==> config.mk <==
export PLATFORM = sky130hd
export DESIGN_NAME = csts_split
export DESIGN_NICKNAME = d
export VERILOG_FILES = /design/src/rtl/core/csts_pkg.sv /design/src/rtl/core/csts_split.sv
export SDC_FILE = /design/constraint.sdc
export NUM_CORES = 1
export LEC_CHECK = 0
export ABC_CLOCK_PERIOD_IN_PS = 2570
export BUFFER_PORTS_ARGS = -buffer_cell sky130_fd_sc_hd__buf_2
export CORE_MARGIN = 3
export CORE_UTILIZATION = 50
export CTS_CLUSTER_DIAMETER = 60
export DETAILED_ROUTE_END_ITERATION = 6
export PLACE_DENSITY_LB_ADDON = 0.05
export SYNTH_ARGS = -nofsm -noshare
export SYNTH_HDL_FRONTEND = slang
export SYNTH_SLANG_ARGS = --single-unit
==> constraint.sdc <==
create_clock -name clk -period 2.57 [get_ports clk]
set_input_delay 0.257 -clock clk [delete_from_list [all_inputs] [get_ports clk]]
set_output_delay 0.257 -clock clk [all_outputs]
set_load 0.05 [all_outputs]
==> src/rtl/core/csts_pkg.sv <==
package csts_pkg;

	localparam int COORD_W        = 16;
	localparam int VALUE_W        = 16;
	localparam int CHUNK_DIM_DEF  = 16;
	localparam int MAX_CHUNKS_DEF = 16;

	localparam logic MODE_WRITE = 1'b0;
	localparam logic MODE_READ  = 1'b1;

	function automatic int flog2(input int v);
		int r;
		begin
			r = 0;
			for (int i = 1; i < 31; i++) begin
				if ((1 << i) <= v) begin
					r = i;
				end
			end
			return r;
		end
	endfunction

	// signed chunk coordinate width: floor(32767 / dim) plus a sign bit
	function automatic int chunk_coord_w(input int dim);
		return COORD_W - flog2(dim);
	endfunction

	function automatic int slot_w(input int n);
		return (n > 1) ? $clog2(n) : 1;
	endfunction

	typedef struct packed {
		logic hit;
		logic full;
	} tag_stat_t;

endpackage

==> src/rtl/core/csts_split.sv <==
module csts_split #(
	parameter int CHUNK_DIM = csts_pkg::CHUNK_DIM_DEF
) (
	input  logic                                                   clk,
	input  logic signed [csts_pkg::COORD_W-1:0]                    coord,
	output logic signed [csts_pkg::chunk_coord_w(CHUNK_DIM)-1:0]   chunk,
	output logic        [$clog2(CHUNK_DIM)-1:0]                    offset
);
	import csts_pkg::*;

	localparam int MW    = COORD_W - 1;
	localparam int FL    = flog2(CHUNK_DIM);
	localparam int OW    = $clog2(CHUNK_DIM);
	localparam int SH    = MW + OW;
	localparam int RW    = MW + 2;
	localparam int PW    = MW + RW;
	localparam int QW    = MW - FL;
	localparam int CW    = QW + 1;
	localparam int RECIP = ((1 << SH) + CHUNK_DIM - 1) / CHUNK_DIM;
	localparam logic [RW-1:0] RECIP_C = RW'(RECIP);

	logic [MW-1:0]        mag;
	logic [PW-1:0]        prod;
	logic                 neg_s1;
	logic [MW-1:0]        mag_s1;
	logic [QW-1:0]        quo_s1;
	logic [MW-1:0]        rem;
	logic [OW-1:0]        rem_lo;
	logic signed [CW-1:0] chunk_s2;
	logic [OW-1:0]        offset_s2;

	// negative c: -c-1 is the bitwise inverse
	assign mag  = coord[MW] ? ~coord[MW-1:0] : coord[MW-1:0];
	assign prod = PW'(mag) * PW'(RECIP_C);

	always_ff @(posedge clk) begin
		neg_s1 <= coord[MW];
		mag_s1 <= mag;
		quo_s1 <= prod[SH +: QW];
	end

	assign rem    = mag_s1 - MW'(quo_s1 * CHUNK_DIM);
	assign rem_lo = rem[OW-1:0];

	always_ff @(posedge clk) begin
		chunk_s2  <= neg_s1 ? ~{1'b0, quo_s1} : {1'b0, quo_s1};
		offset_s2 <= neg_s1 ? OW'(CHUNK_DIM - 1) - rem_lo : rem_lo;
	end

	assign chunk  = chunk_s2;
	assign offset = offset_s2;

endmodule

==> flow_summary.yaml <==
outcome:
  outcome: "finished, final reports clean"
drt:
  ant_nets: 0
  wl_um: 1130
  dr.pass1.iters: 2
  vias: 502
  via_per_inst: 3.98
  drt_iter0_drc: 2
  wire_per_inst_um: 8.97
  drc: 0
logic_synthesis:
  async_flop_share: 0
  yosys-top-cells-count: "dfxtp_1 (32), xor2_1 (30), buf_12 (2), buf_6 (2)"
  synth_most_common_cell: "dfxtp_1"
  netlist_area_um2: 966
  yosysSeqAreaShare: 0.663
  synthCells: 66
  ys_warn_count: 0
  yosys.area_share.simple: 0
  synth_edf_count: 0
  synth_adder_area_share: 0
  ys.flop_type: "dfxtp_1"
  ys_ff_latch: 32
  synth_area_per_cell_um2: 14.6
  ys_top_cells_by_area: "dfxtp_1 (66%), xor2_1 (27%), buf_12 (4.1%)"
  synth_compound_area_frac: 0
  synth_xor_area_frac: 0.272
  synth_cell_type_count: 4
  syn_nets: 83
  synth_top_area_cell: "dfxtp_1"
  synth_top_area_share: 0.663
  synth_top_family_by_area: "XOR/XNOR gates"
  synthMuxAreaShare: 0
timing:
  skew_ns: 0.00304
  setup-tns-final_ns: 0
  layout_min_cycle_time_ns: 1.15
  rsz0062_at_grt: "false"
  hold_slack_ns: 0.120
  slew_viol_final: 0
  hold_viol: 0
  fin_crit_sh: 0.446
  setup_viol: 0
  relSlewSlack: 0.478
  tightest_slew_ns: 0.782
  max_freq_mhz: 873
final_layout:
  num_antenna_cells: 0
  area_delta_synth_final_pct: 20.1
  nFillCells: 158
  drive_gt1_frac: 0.386
  fin_nets: 118
grt:
  grt.total_usage: 0.109
  grt_pass1_wl_um: 1870
  grt_max_degree: 17
  gr-total-overflow: 0
  antenna_found_initial: 0
  grt_pass1_vias: 440
power_and_ir_drop:
  p_leak_uw: 0.000562
  powerDensity_nw_per_um2: 951
  peakVddDrop_mv: 0.660
die:
  coreArea_um2: 1780
  rows: 15
  pin_count: 33
  die_area_um2: 2500
  die_w_um: 50.0
  initial_core_util: 0.542
  die_h_um: 50.0
clock_tree:
  hold_buffers: 0
  cts_buffer_depth: 2
  htreeDepth: 2
  clockRootBuffer: "clkbuf_4"
  ctsResizeCount: 0
  cts_tree: "done"
  cts_setup_buffers: 0
  cts.sinks: 32
  clk_pin_slew_ns: 0.08
  cts_buffers: 5
  clock_latency_ns: 0.31
setup_path:
  crit_chain: "xor2_1"
  path_delay_family: "flip-flops"
  arrival_ns: 1.31
  slowest_stage: "dfxtp_1"
  cp.required_ns: 2.73
  slowest_delay_ns: 0.84
  end_kind: "flop"
  worstSetupStartpointType: "flop"
  path_max_fanout: 16
  worstSetupPathType: "reg2reg"
  critPathBufInv: 0
hold_path:
  hold_class: "in2reg"
place:
  gp_congestion: 0.649
  port_buffers: 32
job:
  drv_cap: 0
-- cells by family after synthesis --
family,count (synthesis)
xor gates and xnor gates,30
buffers and inverters,4
DFF,32
-- cells in the final DEF (no fill, tap or decap), drive strengths merged --
cell type,instances
buf,32
xor2,30
dfxtp,32
clkbuf,7
-- power by group --
group / total (uW) / switching (uW) / internal, uW
Sequential: 582 / 22.3 / 560
Combinational: 226 / 169 / 56.4
Clock: 295 / 140 / 155
Total: 1100 / 332 / 771
-- layout make-up --
cell class / count / area, um2 / area share
clock buffers: 7 / 65.1 / 0.0561
well taps: 25 / 31.3 / 0.0270
multi-input cells: 30 / 263 / 0.227
flip-flops and latches: 32 / 641 / 0.552
repair buffers: 32 / 160 / 0.138
-- per-layer routing --
| layer | GRT usage | share of wire | vias up |
|---|---|---|---|
| met2 | 0.174 | 0.56 | 20 |
| met4 | 0.0968 | 0.012 | 0 |
| met3 | 0.0634 | 0.081 | 2 |
| met1 | 0.0960 | 0.35 | 215 |
| met5 | 0 | 0 | - |
| li1 | - | - | 265 |
-- final timing paths --
path	from	endpoint	slack, ns	cells after the start
worst min-delay path	coord[0]	mag_s1[0]	0.12	2
worst min register to register	quo_s1[6]	chunk[6]	0.42	1
worst max-delay path	neg_s1	chunk[9]	1.42	1
worst max register to register	neg_s1	chunk[9]	1.42	1
-- flip-flops by register name (all words and copies together), names as in the netlist --
name / flops
chunk: 12
mag_s1: 4
offset: 4
quo_s1: 11
neg_s1: 1
-- through the flow --
step                      std cells  power [uW]  instance area [um2]  setup slack [ns]   util
final                           126        1100                 1160              1.42  0.651
after global routing            126        1160                 1160              1.30  0.651
after CTS                       126        1120                 1160              1.40  0.651
after detailed placement        119         823                 1090              1.41  0.614
after global placement          119         819                 1090              1.48  0.614
after floorplan                  66         777                  966              1.73      -
Note: power is estimated with default switching activity, not from simulation.
