File: src/rtl/core/csts_pkg.sv
package csts_pkg;

	localparam int COORD_W        = 16;
	localparam int VALUE_W        = 16;
	localparam int CHUNK_DIM_DEF  = 16;
	localparam int MAX_CHUNKS_DEF = 16;

	localparam logic MODE_WRITE = 1'b0;
	localparam logic MODE_READ  = 1'b1;

	function automatic int flog2(input int v);
		int r;
		begin
			r = 0;
			for (int i = 1; i < 31; i++) begin
				if ((1 << i) <= v) begin
					r = i;
				end
			end
			return r;
		end
	endfunction

	// signed chunk coordinate width: floor(32767 / dim) plus a sign bit
	function automatic int chunk_coord_w(input int dim);
		return COORD_W - flog2(dim);
	endfunction

	function automatic int slot_w(input int n);
		return (n > 1) ? $clog2(n) : 1;
	endfunction

	typedef struct packed {
		logic hit;
		logic full;
	} tag_stat_t;

endpackage

File: src/rtl/core/csts_tag.sv
module csts_tag #(
	parameter int MAX_CHUNKS = csts_pkg::MAX_CHUNKS_DEF,
	parameter int TAG_W      = 24
) (
	input  logic                                     clk,
	input  logic                                     arst_n,
	input  logic                                     alloc,
	input  logic [TAG_W-1:0]                         tag,
	output csts_pkg::tag_stat_t                      stat,
	output logic [csts_pkg::slot_w(MAX_CHUNKS)-1:0]  hit_slot,
	output logic [csts_pkg::slot_w(MAX_CHUNKS)-1:0]  next_slot
);
	import csts_pkg::*;

	localparam int SW = slot_w(MAX_CHUNKS);
	localparam int NW = $clog2(MAX_CHUNKS + 1);

	logic [TAG_W-1:0]      slot_tag_q [MAX_CHUNKS];
	logic [NW-1:0]         used_q;
	logic [MAX_CHUNKS-1:0] match_q;

	always_ff @(posedge clk) begin
		if (alloc) begin
			slot_tag_q[used_q[SW-1:0]] <= tag;
		end
	end

	always_ff @(posedge clk or negedge arst_n) begin
		if (!arst_n) begin
			used_q <= '0;
		end else if (alloc) begin
			used_q <= used_q + 1'b1;
		end
	end

	// slots fill in order, so slot i is live iff i < used
	always_ff @(posedge clk) begin
		for (int i = 0; i < MAX_CHUNKS; i++) begin
			match_q[i] <= (NW'(i) < used_q) && (slot_tag_q[i] == tag);
		end
	end

	// tags are unique, at most one match
	always_comb begin
		hit_slot = '0;
		for (int i = 0; i < MAX_CHUNKS; i++) begin
			if (match_q[i]) begin
				hit_slot = hit_slot | SW'(i);
			end
		end
	end

	assign stat.hit  = |match_q;
	assign stat.full = (used_q == NW'(MAX_CHUNKS));
	assign next_slot = used_q[SW-1:0];

endmodule

File: config.mk
export PLATFORM = sky130hd
export DESIGN_NAME = csts_tag
export DESIGN_NICKNAME = d
export VERILOG_FILES = /design/src/rtl/core/csts_pkg.sv /design/src/rtl/core/csts_tag.sv
export SDC_FILE = /design/constraint.sdc
export NUM_CORES = 1
export LEC_CHECK = 0
export ABC_CLOCK_PERIOD_IN_PS = 3120
export BUFFER_PORTS_ARGS = -buffer_cell sky130_fd_sc_hd__buf_4
export CAP_MARGIN = 10
export CORE_ASPECT_RATIO = 0.6
export CORE_MARGIN = 1.5
export CORE_UTILIZATION = 27
export CTS_CLUSTER_DIAMETER = 30
export CTS_CLUSTER_SIZE = 40
export DETAILED_ROUTE_END_ITERATION = 7
export SLEW_MARGIN = 5
export SYNTH_ARGS = -nofsm -noshare
export SYNTH_HDL_FRONTEND = slang
export SYNTH_SLANG_ARGS = --single-unit
File: constraint.sdc
create_clock -name clk -period 3.12 [get_ports clk]
set_input_delay 0.936 -clock clk [delete_from_list [all_inputs] [get_ports clk]]
set_output_delay 0.936 -clock clk [all_outputs]
set_load 0.05 [all_outputs]
==> results.md, run 1 <==
Synth:
- Summing every instance area after synthesis gives ~0.017 mm².
- Synthesis produced a netlist whose cell count is between 1000 and 1500.
- The most used flip-flop cell after synthesis is edfxtp_1.
- In this run, synthesis produced a sequential element count of approximately 410.
- The netlist uses 30 different library cells.
- The number of flops mapped to enable cells by yosys is around 380.
- After synthesis, flip-flops and latches occupy a little over two thirds of the total area.
- During synthesis, Yosys emitted a total of 0 warnings.
- The average size of a mapped cell is roughly 16 µm².
- The total nets after synthesis is around 1100.
- After synthesis, the share of flip-flops with an asynchronous set or reset is approximately 1.2%.

Pwr:
- The cell area power density is 687.8 mW/mm².
- The cell-internal power is roughly 10000 µW.
- Across the VDD grid, the largest voltage drop is between 0.0004 and 0.0005 V.
- Summing internal, switching and leakage power gives around 14000 µW.
- Summed over all cells, the static leakage comes to between 0.006 and 0.007 µW.
- The clock share of power is a little under two fifths.
- The switching share of total power is between 20% and 30%.
- The net switching power of the design is 3721 µW.
- The combinational group share of total power is around 14%.
- Registers are responsible for ~49% of the overall power.

Detailed routing:
- Using the TritonRoute via totals, the vias-per-cell ratio works out to approximately 4.6.
- The number of violations reported at the end of detailed-routing iteration 0 is 1226.
- The detail route stage leaves a number of antenna-violating nets equal to 0.
- The number of vias in the routed layout is 9148.
- The number of DRC violations after detailed routing is 0.
- The final layout contains routed wiring with a total length of 43330 µm.
- For this run, the detailed router's first-pass iteration total came to 5.
- The routed wirelength normalized by instance count is ~22 µm.

Layout:
- The final core utilization is 32.39%.
- The final layout contains roughly 1200 nets.
- The post-route netlist has between 10% and 20% of its cells at a drive strength greater than 1.
- The most common library cell in the layout ignoring fill and taps is edfxtp_1.
- Leaving out filler cells and counting taps, the final layout contains 2009.
- The area added between synthesis and finish is 17.51%.
- The top cell types in the final layout, fill and taps aside, are 384 x edfxtp_1, 243 x xor2_1, 142 x xnor2_1, 102 x buf_4, 72 x nor4_1.
- The count of fill cells added during filler insertion is roughly 6000.
- The antenna diode count is 0.

Floorplan:
- The die is between 300 and 400 µm wide.
- The number of standard-cell rows in the floorplan is 70.
- The die is a little under 200 µm tall.
- For this configuration, the core starts out at a cell density of between 20% and 30%.
- The placeable core region is just over 0.06 mm².
- During I/O placement, the number of pins put on the boundary was 37.
- The die covers 0.06432 mm².

Critical path:
- In this design, the stage delay of the slowest critical-path cell is 0.41 ns.
- Grouping stages by cell kind, the critical path spends the most delay in simple AND/OR/NAND/NOR gates.
- The critical path crosses 4 cells after its start point.
- The arrival time reported for the critical path endpoint is 1.97 ns.
- The worst register-to-register path has a depth of 5.
- The signal on the critical path passes through nor4_4 > nand2_1 > or3_1 > buf_4.
- The largest individual stage delay along the critical path comes from the cell or3_1.
- Together, buffers and inverters on the worst path number 1.
- Data on the critical path is required at its endpoint by ~2.2 ns.
- The kind of start point of the critical path is a register.
- The critical path in this run is classified as register to output port.
- In this run the worst path has a maximum fanout of 2.
- The element type at the critical path end is an output port.

Clock tree:
- The maximum clock path buffer count is 3.
- The clock latency of the later-clocked register in the worst-skew pair is 0.55 ns.
- The hold buffer count at CTS is 0.
- The number of setup buffers added after CTS is 0.
- The number of buffers inserted during clock tree synthesis is 41.
- The root buffer cell chosen for the clock tree is clkbuf_16.
- The clock tree from TritonCTS is yes.
- The clock-pin slew reported for the worst setup and hold paths after clock tree synthesis is about 0.070 ns.
- The number of sinks handled by clock tree synthesis is a little over 400.
- The number of levels the H-tree was split into is 2.

STA:
- The final worst-path cycle share is between 90% and 100%.
- The final count of hold timing violations is 0.
- The setup TNS is 0 ns.
- The worst setup slack after layout is about 0.21 ns.
- Setup repair after global routing left no endpoint under its margin.
- The count of endpoints failing setup in the final report is 0.
- The fmax is roughly 0.34 GHz.
- The shortest clock period the worst path allows after layout is about 2.9 ns.
- The setup clock skew after layout is 0.01566 ns.
- The headroom to the max-slew limit is a little under three fifths.
- The final number of max-transition violations is 0.
- The transition at the pin with the smallest max-transition slack is ~0.65 ns.

Placed design:
- At the end of routability-driven placement, the weighted congestion stood at approximately 0.84.
- Timing analysis after detailed placement gives a worst setup slack of approximately 0.25 ns.
- The HPWL after detailed placement is 27790 µm.
- In this run the tool buffered the top-level ports with 36 buffer cells.
- Counting tap cells, the placed design contains a total of 1936 instances.

Job:
- The count of max-cap constraint violations is 0.

GRT:
- Global routing consumed, over all layers together, between 10% and 20% of the routing resources.
- The via count of the first global-routing pass is between 8000 and 9000.
- The number of antenna violations at the first check in global routing is 1.
- The first-pass GRT wire length is 62850 µm.
- The remaining global-route overflow is 0.
- Entering global routing, the biggest net connects 33 pins.

Hold path:
- The min-delay analysis places its worst path in the category primary input to asynchronous set/reset pin.

Outcome:
- The flow ran to the end, and the final reports show no timing, DRC or antenna violations.
==> power by group through the flow <==
stage / combinational, µW / sequential (µW) / clock, µW
2_1_floorplan: 1170 / 6770 / 0
6_report: 1940 / 6670 / 5090
4_1_cts: 1940 / 6670 / 5180
3_3_place_gp: 1900 / 6780 / 0
3_5_place_dp: 1930 / 6790 / 0
5_1_grt: 2080 / 6710 / 5410
==> Yosys cell counts, types with 5 or more instances <==
master	count	area, µm²
nor2_1	20	75.07
nand2b_1	7	43.79
buf_4	6	45.04
nand3_1	13	65.06
nand2_1	18	67.56
nand4_1	44	275.3
dfrtp_1	5	125.1
dfxtp_1	16	320.3
nor3_1	12	60.06
nor4_1	73	456.7
xnor2_1	142	1244
buf_2	45	225.2
edfxtp_1	384	11530
xor2_1	243	2128
==> area by class of cell <==
| cell class | count | area, µm² | area share [%] |
|---|---|---|---|
| Timing Repair Buffer | 105 | 825.8 | 4.147 |
| Sequential cell | 405 | 11980 | 60.14 |
| Multi-Input combinational cell | 595 | 4695 | 23.58 |
| Inverter | 3 | 11.26 | 0.05655 |
| Clock inverter | 28 | 327.8 | 1.646 |
| Clock buffer | 45 | 1041 | 5.228 |
| Tap cell | 828 | 1036 | 5.203 |
==> metrics by stage <==
step / hold WS, ns / instance area (µm²)
3_5_place_dp: 0.5519 / 18530
6_report: 0.1915 / 19910
4_1_cts: 0.1630 / 19900
2_1_floorplan: 0.5172 / 16960
5_1_grt: 0.1639 / 19910
3_3_place_gp: 0.5445 / 18530
==> sequential cells by signal (all words and copies together), names as in the netlist <==
name and flops:
slot_tag_q 384, match_q 16, used_q 5
==> path summary, 6_finish.rpt <==
path / from / end / slack (ns)
worst max-delay path: match_q[13] / stat[1] / 0.21
worst min-delay path: arst_n / used_q[0] / 0.19
worst max register to register: used_q[1] / slot_tag_q[10][9] / 1.20
worst min register to register: slot_tag_q[8][22] / match_q[8] / 0.56
max in group asynchronous: arst_n / used_q[3] / 2.79
min in group clk: slot_tag_q[8][22] / match_q[8] / 0.56
==> what timing repair did <==
| action | CTS | global route |
|---|---|---|
| pin swaps | 0 | 1 |
| endpoints found under the setup margin | 1 | 1 |
| gates cloned | 0 | 0 |
| resized for setup | 1 | 1 |
==> layer usage <==
layer,routed length [µm],vias to the layer above,track usage (%)
li1,-,4035,-
met1,23140,4751,22.66
met2,16470,314,17.02
met3,3210,48,2.882
met4,506,0,2.298
met5,0,-,0
==> cell families after synthesis <==
logic type / count (synthesis) / synth area share, %
flops: 405 / 70.67
buf+inv: 62 / 2.016
simple gates: 191 / 6.350
fa+ha+maj: 4 / 0.2953
compound gates: 12 / 0.4800
xor+xnor: 388 / 20.19
(Power assumes the default switching activity.)
==> inputs of run 2 (changes only) <==
- ABC_AREA: unset -> 1
==> results.md, run 2 <==
Clock tree:
- Clock tree synthesis selected as its root buffer the cell clkbuf_16.
- The hold buffer count at CTS was 0 (unchanged).
- The clock tree from TritonCTS is yes.
- The clock latency of the later-clocked register in the worst-skew pair was 0.58 ns (+0.03 ns).
- The number of levels the H-tree was split into came to 2 (unchanged).
- The number of setup buffers added after CTS came to 0 (unchanged).
- The number of buffers inserted during clock tree synthesis is 45 (+9.8%).
- The clock-pin slew reported for the worst setup and hold paths after clock tree synthesis was 0.07 ns (about the same).
- The number of sinks handled by clock tree synthesis is 405 (unchanged).
- The maximum clock path buffer count is 3 (unchanged).

Placed design:
- The port buffer count is 36 (unchanged).
- The final weighted congestion of routability-driven global placement is 0.9462 (+12%).
- The worst setup slack before clock tree synthesis was 0.2825 ns (+0.03566 ns).
- The final HPWL from detailed placement is 41840 µm (+51%).
- The total cell area at the placement stage was 0.02082 mm² (+12%).

Critical path:
- Broken down by cell family, the worst path's largest delay share belongs to simple AND/OR/NAND/NOR gates.
- The kind of start point of the critical path is a register.
- The data required time at the worst endpoint is 2.18 ns (about the same).
- The classification of the worst setup path is register to output port.
- The element type at the critical path end is an output port.
- The number of buffer and inverter stages on the critical path was 1 (unchanged).
- Among all stages on the critical path, the largest delay is contributed by nand4_1.
- The biggest fanout along the worst timing path is 3 (+1).
- The critical path goes through nor4_2 > nand4_1 > buf_6.
- The arrival time reported for the critical path endpoint is 2.14 ns (+0.17 ns).
- The largest incremental delay on the critical path is 0.46 ns (+0.05 ns).

Detailed routing:
- The remaining number of nets flagged by the antenna check after routing is 0 (unchanged).
- The total length of routed wires is 61270 µm (+41%).
- The number of DRC violations after detailed routing was 0 (unchanged).
- The number of violations reported at the end of detailed-routing iteration 0 came to 1788 (+46%).
- The number of vias in the routed layout is 14010 (+53%).
- The number of optimization iterations in the first detailed-route pass came to 5 (unchanged).
- The routed via count divided by cell count was 4.446 (-2.4%).
- The routed wirelength normalized by instance count is 19.45 µm (-9.8%).

Synth:
- The simple-gate area share of the yosys netlist is 23.88% (+18 points).
- The average size of a mapped cell is 9.143 µm² (-43%).
- The share of flip-flops with an asynchronous set or reset is 1.235% (unchanged).
- The adder-cell area share of the yosys netlist is 0.2596% (-0.036 points).
- The count of distinct cell types in the synthesized netlist is 22 (-27%).
- By area, the combinational part of the netlist is dominated by simple AND/OR/NAND/NOR gates.
- The post-synthesis instance total is 2109 (+99%).
- The parity-gate share of the synthesized area counting xor and xnor cells is 5.541% (-15 points).
- Counting instances in the post-synthesis netlist gives the leading cell types as 944 x nand2_1, 384 x edfxtp_1, 278 x inv_1.
- The largest total area in the synthesized netlist belongs to edfxtp_1.
- The mux contribution to synthesized area is 0% (unchanged).
- The post-synthesis compound-gate area fraction is 0.3244% (-0.16 points).
- The post-synthesis cell area is 0.01928 mm² (+14%).
- The part of the Yosys area used for sequential elements is 62.11% (-8.6 points).
- In the synthesized netlist the dominant register cell turns out to be edfxtp_1.
- The area share of the leading cell type in the synthesized netlist was 59.80% (-8.2 points).
- By area the synthesized netlist is led by edfxtp_1 60%, nand2_1 18%, inv_1 5.4%, xnor2_1 5.0%, nor2_1 4.5%.
- The count of state elements after synthesis is 405 (unchanged).
- The total nets after synthesis is 2140 (+96%).
- The number of warnings issued by yosys is 0 (unchanged).
- The most common cell in the synthesized netlist is nand2_1.
- The number of flops mapped to enable cells by yosys came to 384 (unchanged).

STA:
- The worst setup slack after layout is 0.04428 ns (-0.1668 ns).
- The setup clock skew after layout is 0.01935 ns (+0.003683 ns).
- The final number of max-transition violations came to 0 (unchanged).
- The shortest clock period the worst path allows after layout was 3.076 ns (+0.1668 ns).
- The final worst-path cycle share is 98.58% (+5.3 points).
- The count of endpoints failing setup in the final report is 0 (unchanged).
- The final count of hold timing violations came to 0 (unchanged).
- The fmax came to 0.3251 GHz (-5.4%).
- The headroom to the max-slew limit came to 53.33% (-2.8 points).
- The transition at the pin with the smallest max-transition slack is 0.6975 ns (+0.04470 ns).

GRT:
- The remaining global-route overflow is 0 (unchanged).
- The global router's overall resource usage is 16.57% (+3.1 points).
- The via count of the first global-routing pass is 12330 (+42%).
- The first-pass GRT wire length is 86990 µm (+38%).
- The maximum number of pins on one net before global-route repair is 34 (+3.0%).
- The number of antenna violations at the first check in global routing is 0 (-1).

Pwr:
- The switching share of total power is 29.61% (+2.4 points).
- The net switching power of the design was 4399 µW (+18%).
- The peak ir drop on the vdd network is 0.0004166 V (-13%).
- The total power is 14850 µW (+8.5%).
- The cell area power density was 660.9 mW/mm² (-3.9%).
- The static leakage is 0.009767 µW (+51%).
- The sequential share of power came to 45.3% (-3.4 points).
- The cell-internal power is 10460 µW (+4.8%).
- The combinational group share of total power is 15.2% (+1.1 points).
- The clock share of power was 39.5% (+2.3 points).

Layout:
- Compared with the post-synthesis result, the final layout area differs by 16.57%.
- The share of layout cells above drive strength 1 is 9.614% (-6.7 points).
- The finished layout cell area is 0.02248 mm² (+13%).
- The most common library cell in the layout ignoring fill and taps is nand2_1.
- The antenna diode count came to 0 (unchanged).
- The top cell types in the final layout, fill and taps aside, are 944 x nand2_1, 384 x edfxtp_1, 278 x inv_1, 213 x nor2_1, 109 x xnor2_1.
- The count of fill cells added during filler insertion is 7198 (+20%).
- The number of flip-flops in the largest register is 384 (unchanged).
- The net count reported at finish is 2220 (+88%).
- The final core utilization is 31.98% (-0.41 points).

Job:
- The count of max-cap constraint violations is 0 (unchanged).

Outcome:
- The run finished with clean final reports.

Floorplan:
- The starting utilization of the core area came to 27.43% (-0.13 points).
- The x dimension of the die is 348 µm (+6.6%).
- The area of the die was 0.07308 mm² (+14%).
- The number of standard-cell rows in the floorplan is 75 (+7.1%).
- The number of primary I/O pins is 37 (unchanged).
- The y dimension of the die was 210 µm (+6.6%).
- The placeable core region came to 0.07029 mm² (+14%).

Hold path:
- The worst hold-check path type is primary input to asynchronous set/reset pin.
==> run 2: cell count changes in the layout (fill, tap and decap cells not counted), moves of 8 or more <==
cell	change
xor2_1	-230
nand4_1	-41
xnor2_1	-33
nand2_1	+926
inv_2	+14
nor4_1	-71
nor2_1	+207
nand3_1	+10
buf_4	-8
inv_1	+275
==> run 2: power groups by stage <==
stage	Combinational, µW	Clock, µW	Sequential, µW
6_report	2260	5870	6720
5_1_grt	2450	6130	6770
4_1_cts	2230	5940	6720
3_5_place_dp	2220	0	6830
3_3_place_gp	2210	0	6820
2_1_floorplan	1340	0	6780
==> run 2: cells by family after synthesis <==
family | Yosys count
DFF | 405
xor gates and xnor gates | 122
and+or+nand+nor | 1211
buffers and inverters | 356
AOI/OAI and AO/OA | 11
adders and majority gates | 4
==> run 2: worst paths after layout <==
check	startpoint	end	slack, ns	cells past startpoint
max in group asynchronous	arst_n	used_q[0]	2.87	1
min in group clk	alloc	used_q[0]	0.60	2
max reg2reg	used_q[0]	slot_tag_q[10][14]	1.01	6
max	match_q[14]	stat[1]	0.04	3
min reg2reg	used_q[4]	used_q[4]	0.60	1
min	arst_n	used_q[2]	0.14	1
==> run 2: layer usage <==
| metal | GRT usage [%] | wire length (µm) | share of wire, % |
|---|---|---|---|
| met1 | 26.12 | 29520 | 48 |
| met2 | 20.36 | 21820 | 36 |
| met3 | 6.821 | 8821 | 14 |
| met4 | 2.545 | 751 | 1.2 |
| met5 | 3.489 | 355 | 0.58 |
==> run 2: final cells by class <==
type                       count  area, µm²  area share (%)
sequential                   405      11980           53.29
multi-input combinational   1348       5862           26.08
clock buffer                  51       1201           5.344
tap                          924       1156           5.144
inverter                     292       1096           4.876
timing repair buffer          97      757.0           3.368
clock inverter                33      426.7           1.898
==> run 2: what timing repair did <==
| item | in CTS | in global routing |
|---|---|---|
| resized for setup | 0 | 6 |
| endpoints found under the hold margin | 0 | 0 |
| endpoints found under the setup margin | 0 | 3 |
==> run 2: through the flow <==
| stage | setup TNS [ns] | hold WS [ns] | std cells |
|---|---|---|---|
| detailed placement | 0 | 0.6005 | 3066 |
| global placement | 0 | 0.6047 | 3066 |
| finish | 0 | 0.1385 | 3150 |
| global route | -0.003131 | 0.1270 | 3150 |
| floorplan | 0 | 0.5202 | 2109 |
| CTS | 0 | 0.1290 | 3150 |
